--- src/hw/rtl/lru_kv_pkg.sv ---
`timescale 1ns / 1ps

package lru_kv_pkg;

  // Widths of the item fields on the ports.
  localparam int unsigned KeyPortW   = 32;
  localparam int unsigned ValuePortW = 32;
  localparam int unsigned CapW       = 5;

  // Default sizing of the table.
  localparam int unsigned DefEntries    = 16;
  localparam int unsigned DefKeyWidth   = 32;
  localparam int unsigned DefValueWidth = 32;

  // Capacity register value after reset.
  localparam logic [CapW-1:0] CapReset = 5'd16;

  // Action codes of an input item.
  localparam logic [1:0] ActLookup = 2'd0;
  localparam logic [1:0] ActInsert = 2'd1;
  localparam logic [1:0] ActFlush  = 2'd2;

  // Control from the tag array to the value store and result stage.
  typedef struct packed {
    logic hit;    // key was present on a lookup or insert
    logic rd_en;  // lookup hit: read the value at the slot
    logic wr_en;  // insert: write the value at the slot
  } lru_kv_ctl_t;

endpackage

--- src/hw/rtl/lru_key_value_cache_top.sv ---
`timescale 1ns / 1ps

// An accepted item is captured in the input register, handled by the tag
// array and strobed on done_o from the result register.
// Throughput: one item per cycle; busy stays low since the single compare
// and update stage never holds an item back. Reset clears the valid
// bits, ages, entry count and pipeline strobes at once and sets the
// capacity to 16; there is no clearing pass. The receiver cannot stall.
module lru_key_value_cache_top
  import lru_kv_pkg::*;
#(
  parameter int unsigned ENTRIES     = DefEntries,
  parameter int unsigned KEY_WIDTH   = DefKeyWidth,
  parameter int unsigned VALUE_WIDTH = DefValueWidth
) (
  input  logic                  clk_i,
  input  logic                  rst_ni,
  input  logic                  cfg_we_i,
  input  logic [CapW-1:0]       cfg_wdata_i,
  input  logic                  start,
  output logic                  busy,
  input  logic [1:0]            action_i,
  input  logic [KeyPortW-1:0]   key_i,
  input  logic [ValuePortW-1:0] value_i,
  output logic                  done_o,
  output logic                  hit_o,
  output logic [ValuePortW-1:0] read_value_o
);

  // Only the low bits of the key and value ports that fit the table are kept.
  localparam int unsigned KW = (KEY_WIDTH < KeyPortW) ? KEY_WIDTH : KeyPortW;
  localparam int unsigned VW = (VALUE_WIDTH < ValuePortW) ? VALUE_WIDTH : ValuePortW;
  localparam int unsigned IW = (ENTRIES > 1) ? $clog2(ENTRIES) : 1;

  logic [CapW-1:0] cap_q;
  logic            vld_q;
  logic [1:0]      act_q;
  logic [KW-1:0]   key_q;
  logic [VW-1:0]   val_q;
  logic            done_q, hit_q, rdsel_q;

  lru_kv_ctl_t     ctl;
  logic [IW-1:0]   slot;
  logic [VW-1:0]   ram_rdata;

  // busy is tied low, so the block never holds off start.
  assign busy = 1'b0;

  // Capacity register; the user is to write it only while the block is idle, the block itself does not enforce this.
  always_ff @(posedge clk_i or negedge rst_ni) begin
    if (!rst_ni) begin
      cap_q <= CapReset;
    end else if (cfg_we_i) begin
      cap_q <= cfg_wdata_i;
    end
  end

  // Input register. The item is taken whenever start is high.
  always_ff @(posedge clk_i or negedge rst_ni) begin
    if (!rst_ni) begin
      vld_q <= 1'b0;
    end else begin
      vld_q <= start && !busy;
    end
  end

  always_ff @(posedge clk_i) begin
    if (start && !busy) begin
      act_q <= action_i;
      key_q <= key_i[KW-1:0];
      val_q <= value_i[VW-1:0];
    end
  end

  // Tag array: parallel key compare, age ranks, valid bits and entry count.
  // It picks the slot that is hit, or the slot a new key goes to.
  lru_kv_tag #(
    .ENTRIES (ENTRIES),
    .KW      (KW),
    .IW      (IW)
  ) u_tag (
    .clk_i  (clk_i),
    .rst_ni (rst_ni),
    .vld_i  (vld_q),
    .act_i  (act_q),
    .key_i  (key_q),
    .cap_i  (cap_q),
    .ctl_o  (ctl),
    .slot_o (slot)
  );

  // Value store. A lookup hit reads the slot in the same cycle that the
  // result strobe is registered, so the registered read data lines up with
  // done_o. Inserts write here and never read, so no bypass is needed.
  lru_kv_ram #(
    .WIDTH (VW),
    .DEPTH (ENTRIES),
    .AW    (IW)
  ) u_val_ram (
    .clk_i   (clk_i),
    .we_i    (ctl.wr_en),
    .waddr_i (slot),
    .wdata_i (val_q),
    .re_i    (ctl.rd_en),
    .raddr_i (slot),
    .rdata_o (ram_rdata)
  );

  // Result register.
  always_ff @(posedge clk_i or negedge rst_ni) begin
    if (!rst_ni) begin
      done_q  <= 1'b0;
      hit_q   <= 1'b0;
      rdsel_q <= 1'b0;
    end else begin
      done_q  <= vld_q;
      hit_q   <= ctl.hit;
      rdsel_q <= ctl.rd_en;
    end
  end

  assign done_o       = done_q;
  assign hit_o        = hit_q;
  assign read_value_o = rdsel_q ? ValuePortW'(ram_rdata) : '0;

endmodule

--- src/hw/rtl/lru_kv_ram.sv ---
`timescale 1ns / 1ps

module lru_kv_ram #(
  parameter int unsigned WIDTH = 32,
  parameter int unsigned DEPTH = 16,
  parameter int unsigned AW    = (DEPTH > 1) ? $clog2(DEPTH) : 1
) (
  input  logic             clk_i,
  input  logic             we_i,
  input  logic [AW-1:0]    waddr_i,
  input  logic [WIDTH-1:0] wdata_i,
  input  logic             re_i,
  input  logic [AW-1:0]    raddr_i,
  output logic [WIDTH-1:0] rdata_o
);

  logic [WIDTH-1:0] mem_q [DEPTH];
  logic [WIDTH-1:0] rdata_q;

  always_ff @(posedge clk_i) begin
    if (we_i) begin
      mem_q[waddr_i] <= wdata_i;
    end
    if (re_i) begin
      rdata_q <= mem_q[raddr_i];
    end
  end

  assign rdata_o = rdata_q;

endmodule

--- src/hw/rtl/lru_kv_tag.sv ---
`timescale 1ns / 1ps

module lru_kv_tag
  import lru_kv_pkg::*;
#(
  parameter int unsigned ENTRIES = DefEntries,
  parameter int unsigned KW      = DefKeyWidth,
  parameter int unsigned IW      = (ENTRIES > 1) ? $clog2(ENTRIES) : 1
) (
  input  logic            clk_i,
  input  logic            rst_ni,
  input  logic            vld_i,
  input  logic [1:0]      act_i,
  input  logic [KW-1:0]   key_i,
  input  logic [CapW-1:0] cap_i,
  output lru_kv_ctl_t     ctl_o,
  output logic [IW-1:0]   slot_o
);

  localparam int unsigned AW   = (ENTRIES > 1) ? $clog2(ENTRIES) : 1;
  localparam int unsigned CW   = $clog2(ENTRIES + 1);
  localparam int unsigned CMPW = (CW > CapW) ? CW : CapW;

  logic [KW-1:0]  key_q   [ENTRIES];
  logic [ENTRIES-1:0] valid_q, valid_d;
  logic [AW-1:0]  age_q   [ENTRIES];
  logic [AW-1:0]  age_d   [ENTRIES];
  logic [CW-1:0]  count_q, count_d;

  logic [ENTRIES-1:0] match, oldest, free, sel;
  logic           hit_any, full, evict, found;
  logic           is_lookup, is_insert, is_flush;
  logic [IW-1:0]  hit_slot, free_slot;
  logic [AW-1:0]  hit_age, last_age;

  assign is_lookup = vld_i && (act_i == ActLookup);
  assign is_insert = vld_i && (act_i == ActInsert);
  assign is_flush  = vld_i && (act_i == ActFlush);

  // Ages of valid entries run from 0 to count-1, so the least recent one
  // is the entry whose age equals count-1.
  assign last_age = AW'(count_q - CW'(1));

  always_comb begin
    hit_slot = '0;
    hit_age  = '0;
    for (int i = 0; i < ENTRIES; i++) begin
      match[i]  = valid_q[i] && (key_q[i] == key_i);
      oldest[i] = valid_q[i] && (age_q[i] == last_age);
      if (match[i]) begin
        hit_slot = hit_slot | IW'(i);
        hit_age  = hit_age | age_q[i];
      end
    end
  end

  assign hit_any = |match;
  assign full    = (count_q != '0) &&
                   ((CMPW'(count_q) >= CMPW'(cap_i)) || (count_q == CW'(ENTRIES)));
  assign evict   = is_insert && !hit_any && full;

  always_comb begin
    free_slot = '0;
    for (int i = ENTRIES - 1; i >= 0; i--) begin
      free[i] = !valid_q[i] || (evict && oldest[i]);
      if (free[i]) begin
        free_slot = IW'(i);
      end
    end
  end

  assign found = |free;

  always_comb begin
    for (int i = 0; i < ENTRIES; i++) begin
      sel[i] = found && (free_slot == IW'(i));
    end
  end

  always_comb begin
    valid_d = valid_q;
    count_d = count_q;
    for (int i = 0; i < ENTRIES; i++) begin
      age_d[i] = age_q[i];
    end
    if ((is_lookup || is_insert) && hit_any) begin
      // Move the hit entry to the front; younger entries age by one.
      for (int i = 0; i < ENTRIES; i++) begin
        if (match[i]) begin
          age_d[i] = '0;
        end else if (valid_q[i] && (age_q[i] < hit_age)) begin
          age_d[i] = AW'(age_q[i] + AW'(1));
        end
      end
    end else if (is_insert) begin
      for (int i = 0; i < ENTRIES; i++) begin
        valid_d[i] = valid_q[i] && !(evict && oldest[i]);
        if (sel[i]) begin
          valid_d[i] = 1'b1;
          age_d[i]   = '0;
        end else if (valid_d[i]) begin
          age_d[i] = AW'(age_q[i] + AW'(1));
        end
      end
      count_d = CW'(count_q - CW'(evict) + CW'(found));
    end else if (is_flush) begin
      valid_d = '0;
      count_d = '0;
      for (int i = 0; i < ENTRIES; i++) begin
        age_d[i] = '0;
      end
    end
  end

  always_ff @(posedge clk_i or negedge rst_ni) begin
    if (!rst_ni) begin
      valid_q <= '0;
      count_q <= '0;
      for (int i = 0; i < ENTRIES; i++) begin
        age_q[i] <= '0;
      end
    end else begin
      valid_q <= valid_d;
      count_q <= count_d;
      for (int i = 0; i < ENTRIES; i++) begin
        age_q[i] <= age_d[i];
      end
    end
  end

  always_ff @(posedge clk_i) begin
    for (int i = 0; i < ENTRIES; i++) begin
      if (is_insert && !hit_any && sel[i]) begin
        key_q[i] <= key_i;
      end
    end
  end

  assign ctl_o.hit   = (is_lookup || is_insert) && hit_any;
  assign ctl_o.rd_en = is_lookup && hit_any;
  assign ctl_o.wr_en = is_insert && (hit_any || found);
  assign slot_o      = hit_any ? hit_slot : free_slot;

endmodule

--- config.mk ---
export PLATFORM = sky130hd
export DESIGN_NAME = lru_key_value_cache_top
export DESIGN_NICKNAME = d
export VERILOG_FILES = /design/src/hw/rtl/lru_kv_pkg.sv /design/src/hw/rtl/lru_key_value_cache_top.sv /design/src/hw/rtl/lru_kv_ram.sv /design/src/hw/rtl/lru_kv_tag.sv
export SDC_FILE = /design/constraint.sdc
export NUM_CORES = 2
export LEC_CHECK = 0
export ABC_AREA = 1
export BUFFER_PORTS_ARGS = -buffer_cell sky130_fd_sc_hd__buf_2
export CAP_MARGIN = 20
export CORE_MARGIN = 2
export CORE_UTILIZATION = 40
export DETAILED_ROUTE_END_ITERATION = 16
export PLACE_DENSITY = 0.52
export SLEW_MARGIN = 20
export SYNTH_ARGS = -nofsm -noshare
export SYNTH_HDL_FRONTEND = slang
export SYNTH_HIERARCHICAL = 1
export SYNTH_SLANG_ARGS = --single-unit
export TNS_END_PERCENT = 1
--- constraint.sdc ---
create_clock -name clk_i -period 15.9 [get_ports clk_i]
set_input_delay 3.18 -clock clk_i [delete_from_list [all_inputs] [get_ports clk_i]]
set_output_delay 3.18 -clock clk_i [all_outputs]
set_load 0.005 [all_outputs]
**Word level (Yosys, flattened, before mapping)**

Memories as Yosys holds them, arrays and structs flattened. A register that Yosys moved wholly into a read port is not among the register bits.
Index checks and enable logic that the tools add are counted.

- Output and inout port bits: 35
- Memory bits (writable): 1,024
- Register bits: 160
- Memories kept: 2
- Word-level logic and storage cells: 589
- Input bits: 75

- Add/subtract/negate cells: 19
- Reduce and logical (&&, ||, !) cells: 212
- $lt $le $gt $ge: 17
- Muxes and demuxes: 215
- Equal/unequal tests: 82
- Bitwise gates (word level): 16

Memories:

| memory | words | bits a word | read ports | clocked after memory_dff | wr ports | line | source |
|---|---|---|---|---|---|---|---|
| u_tag.key_q | 16 | 32 | 16 | 0 | 1 | lru_kv_tag.sv:24 | `logic [KW-1:0] key_q [ENTRIES];` |
| u_val_ram.mem_q | 16 | 32 | 1 | 1 | 1 | lru_kv_ram.sv:17 | `logic [WIDTH-1:0] mem_q [DEPTH];` |

Operators by type and width:

| cell | count |
|---|---|
| 32-bit equality test | 16 |
| 32-bit 2-to-1 mux | 16 |
| 4-bit 2-to-1 mux | 120 |
| 32-bit OR reduction | 15 |
| 64-bit 2-to-1 mux | 3 |
| 1-bit logical AND | 121 |
| 1-bit 2-to-1 mux | 66 |
| 4-bit by 1-bit adder with 4-bit output (second input constant) | 16 |
| 4-bit equality test | 16 |
| 4-bit < comparator | 16 |
| 4-bit by 3-bit != test with 1-bit output (second input constant) | 16 |
| 4-bit OR | 15 |
| 3-bit by 1-bit != test with 1-bit output (second input constant) | 16 |
| 3-bit AND reduction | 16 |
| 1-bit zero test | 33 |
| 4-bit equality test (second input constant) | 8 |
| 16-bit 2-to-1 mux | 2 |
| 16-bit OR reduction | 2 |
| 1-bit logical OR | 19 |
| 4-bit by 3-bit equality test with 1-bit output (second input constant) | 4 |
| 3-bit 2-to-1 mux | 4 |
| 5-bit 2-to-1 mux | 2 |
| 4-bit by 2-bit equality test with 1-bit output (second input constant) | 2 |
| 5-bit by 1-bit adder with 5-bit output | 1 |
| 15 further kinds | 16 |

**Depth between registers and ports, before layout**

An unclocked memory read counts as a cell.

- Depth in word-level cells: 46
- Gate-level depth with buffers: 44
- Gate-level depth less buffers: 39

**By module**

The synthesis kept the hierarchy.

Modules (own cells, without submodules):

| module | instances | cells each | seq. area each (um^2) | area each (um^2) |
|---|---|---|---|---|
| lru_kv_tag | 1 | 3,514 | 17,501.8 | 31,855.6 |
| lru_kv_ram | 1 | 2,120 | 16,335.7 | 23,064.6 |
| lru_key_value_cache_top | 1 | 160 | 2,208.4 | 2,553.7 |

**Least setup slack after synthesis**

OpenSTA, ideal clock, no wires.

- Kind: flip-flop to flip-flop
- Start: register u_tag.count_q[0]
- End: memory u_val_ram.mem_q[12][0], enable pin
- Arrival: 4,997 ps
- Slack: 10,482 ps
- Data required time: 15,479 ps
- Cell stages (with the launch flop): 24
- Cells stage by stage: dfrtp_1 buf_2 inv_1 clkbuf_1 ha_1 o21a_1 o21a_1 o21a_1 o21ai_0 a21oi_1 and3_1 buf_6 buf_8 o211ai_1 nand2_2 nor2_4 nand2_2 inv_2 nand2_1 inv_1 nor2_1 a32oi_1 nand3_1 nor2_1

- Word-level cells in the longest chain between the ends: 23
- Elaborated cells between the ends (all ways): 93
- Those cells by class: 1 x add/sub; 1 x order compare; 17 x eq/ne; 19 x mux; 55 x reduce/logical

Ends and longest elaborated chain:

| element | line | source |
|---|---|---|
| start: declaration | lru_kv_tag.sv:28 | `logic [CW-1:0] count_q, count_d;` |
| start signal: assignment | lru_kv_tag.sv:124 | `count_q <= count_d;` |
| branches (longest 21 deep; another with 4-bit by 1-bit subtractor with 4-bit output) | -- |  |
| 4-bit 2-to-1 mux * | lru_kv_tag.sv:66 | `if (free[i]) begin` |
| 4-bit 2-to-1 mux * | lru_kv_tag.sv:142 | `assign slot_o = hit_any ? hit_slot : free_slot;` |
| via slot[2] | lru_key_value_cache_top.sv:43 | `logic [IW-1:0] slot;` |
| end: declaration | lru_kv_ram.sv:17 |  |

Mark *: on every way through the listed nets, which the timed path passes.

**Final worst setup path**

- Start: register u_tag.count_q[0]
- End: memory u_val_ram.mem_q[10][16], enable pin

The elaborated chain is that of the path after synthesis.

==> results.toml <==
[sta]
max_freq_mhz = 118.9
setup_viol = 0
finalWorstSetupSlack_ns = 7.491
relSlewSlack_pct = 12.91
rsz0062_at_grt = "false"
worst_pin_slew_ns = 1.306
finalClockSkew_ns = 0.03697
drv_slew = 0
hold_viol = 0
min_period_over_period_pct = 52.88
min_period_ns = 8.409
fin_tns_setup_ns = 0

[layout]
final_area_um2 = 64580
multi_input_area_um2 = 16680
antenna_cells = 0
ff_latch_area_um2 = 36050
final_nets = 6072
area_growth_syn_to_layout_pct = 12.37
fillers = 13470
drive_gt1_share_pct = 9.070

[placed_design]
place_congestion = 0.9148
port_buffers = 108
post-dp-hpwl_mm = 103.5
dp_worst_setup_slack_ns = 7.513
place_area_um2 = 59910

[yosys]
yosysWarnings = 6
yosysTopAreaCellShare_pct = 58.62
netlist_instances = 5794
synth_nets = 5949
yosysTopAreaCell = "edfxtp_1"
ys_top_cells_by_count = "nand2_1 (1815), edfxtp_1 (1122), inv_1 (915)"
syn-cell-area_um2 = 57470
ys_seq_area_share_pct = 62.72
ys_seq_elements = 1216
synth.most_common_cell = "nand2_1"
synthFlopType = "edfxtp_1"
synthArstFlopShare_pct = 7.730
synth_edf_count = 1122
ys_types = 59
postSynthAreaPerCell_um2 = 9.920
ys_top_cells_by_area = "edfxtp_1 (59%), nand2_1 (12%), inv_1 (6.0%)"

[cts]
cts_resized = 0
cts_tree = "built"
cts-buffers-inserted = 138
clock_latency_ns = 0.78
cts_setup_buffers = 0
clock-sinks = 1216
h-tree-depth = 4
ctsRootBufferMaster = "clkbuf_16"
clk_transition_reported_paths_ns = 0.06
clk_path_buf_depth = 3
postCtsHoldBufs = 0

[setup_path]
critPathKind = "reg -> reg"
end_kind = "flop"
rrSetupSlack_ns = 7.49
cp-start-kind = "flop"
crit_required_ns = 16.29
path_max_fanout = 68
worstPathArrival_ns = 8.79

[power_and_ir_drop]
p_switching_mw = 2.167
power.leakage_nw = 27.07
finalPower_mw = 7.883
vdd_drop_max_uv = 106.8
clkPwrFrac_pct = 40.5
swShare_pct = 27.49
seq_power_share_pct = 46.2
p_comb_share_pct = 13.3
powerDensity_nw_per_um2 = 122.1
p_int_mw = 5.716

[die]
ios = 110
row_count = 139
core_area_um2 = 143100
fp.dieArea_um2 = 146700
die_height_um = 383.1
die_x_um = 383.1
initial_utilization_pct = 40.15

[global_routing]
grt_max_degree = 201
grtUsageTotal_pct = 23.52
grt_busiest_layer = "met2"
use_met1_pct = 33.89
use_met3_pct = 3.162
grtUsageMet2_pct = 36.90
grt_overflow_total = 0
grt_first_pass_wirelength_mm = 255.7
grt_antenna_before_repair = 4
grt_pass1_vias = 38670

[routing]
routed_wl_mm = 172.7
drtIter0Drc = 3854
via_count = 40500
antenna_left = 0
firstDrtPassIters = 6
drc_errors = 0
wl_per_cell_um = 21.77
viasPerCell = 5.104

[min_path]
min_path_type = "reg -> reg"

[status]
status = "finished, final reports clean"

[job]
drv_cap = 0
-- path summary, 6_finish.rpt --
| kind | to | cells past startpoint | startpoint |
|---|---|---|---|
| worst max-delay path | u_val_ram/mem_q[10][16] | 23 | u_tag/count_q[0] |
| min in group asynchronous | u_tag/age_q[43] | 1 | rst_ni |
| worst min-delay path | done_o | 0 | vld_q |
| worst max register to register | u_val_ram/mem_q[10][16] | 23 | u_tag/count_q[0] |
| worst min register to register | done_o | 0 | vld_q |
| max in group asynchronous | rdsel_q | 2 | rst_ni |
-- logic make-up (layout without fill, tap and decap cells) --
group,count (synthesis),count (layout),share of synthesized area [%]
compound gates,362,362,3.788
simple gates,2810,2810,20.51
flops,1216,1216,62.72
buf+inv,1167,1404,8.821
xor+xnor,158,158,2.408
fa+ha+maj,80,80,1.755
other cells,1,1,0.006525
-- metal layers --
layer	share of wire [%]	up-vias	routed length (um)
met1	46	19670	78720
met2	45	1398	77980
met3	6.4	294	11110
li1	-	19130	-
met4	2.8	8	4867
met5	0.034	-	58
-- final cells by class --
class,instances,share of cell area (%)
tap,1903,3.687
multi-input combinational,3411,25.83
clock buffer,168,5.636
timing repair buffer,193,2.139
clock inverter,86,1.306
inverter,957,5.589
sequential,1216,55.82
-- sequential cells by signal, indices dropped and copies added, names as in the netlist, 2 cells and up --
name and count:
act_q 2, cap_q 5, key_q 32, u_tag/age_q 64
u_tag/count_q 5, u_tag/key_q 512, u_tag/valid_q 16, u_val_ram/mem_q 512
u_val_ram/rdata_o 32, val_q 32
-- placed cells by master (no fill, tap or decap), types with 13 or more instances in the layout --
cell type,synthesis,layout
nand2_1,1815,1815
edfxtp_1,1122,1122
inv_1,915,913
nand3_1,464,463
nor2_1,321,288
clkbuf_16,0,141
xnor2_1,131,131
o21ai_0,121,121
buf_2,78,106
nand4_1,98,98
dfrtp_1,93,92
ha_1,79,79
buf_4,30,76
o22ai_1,67,67
a21oi_1,61,61
nor2_4,5,39
clkinv_1,3,37
inv_2,35,37
o21ai_1,32,32
xor2_1,27,27
clkbuf_1,25,26
clkinv_2,0,25
nand2_2,21,21
nor3_1,21,21
nand3_2,19,20
o21a_1,17,17
o211ai_1,14,14
bufinv_16,0,13
-- stage by stage --
stage          std cells  util (%)  hold WS, ns
3_5_place_dp        7673     41.86       0.3991
5_1_grt             7934     45.12       0.4266
4_1_cts             7927     44.99       0.4106
2_1_floorplan       5794         -       0.3746
3_3_place_gp        7670     41.81       0.4036
6_report            7934     45.12       0.4097
-- worst max-delay path, cell delays in order, from the launching register on --
cell and delay [ns]:
dfrtp_1 0.94, inv_1 0.58, ha_1 1.04, clkinv_1 0.64, nand2_1 0.17, nand4_1 0.09, a21oi_1 0.13, o221ai_1 0.12
a21oi_1 0.16, nand2_1 0.08, nand2_1 0.15, nor2_1 0.08, o31ai_1 0.07, nand2_1 0.15, a21boi_1 0.20, o21ai_2 0.24
inv_1 0.12, nor2_1 0.07, a31oi_4 0.15, buf_4 0.69, buf_4 0.76, nand2_1 0.42, nor2_4 0.38, buf_4 0.51
-- power by group through the flow --
stage	combinational (mW)	sequential, mW	clock (mW)
final	1.05	3.65	3.19
after global placement	1.03	3.71	0
after CTS	1.04	3.65	3.26
after detailed placement	1.04	3.71	0
after global routing	1.16	3.65	3.38
after floorplan	0.737	3.69	0
(Power assumes the default switching activity.)
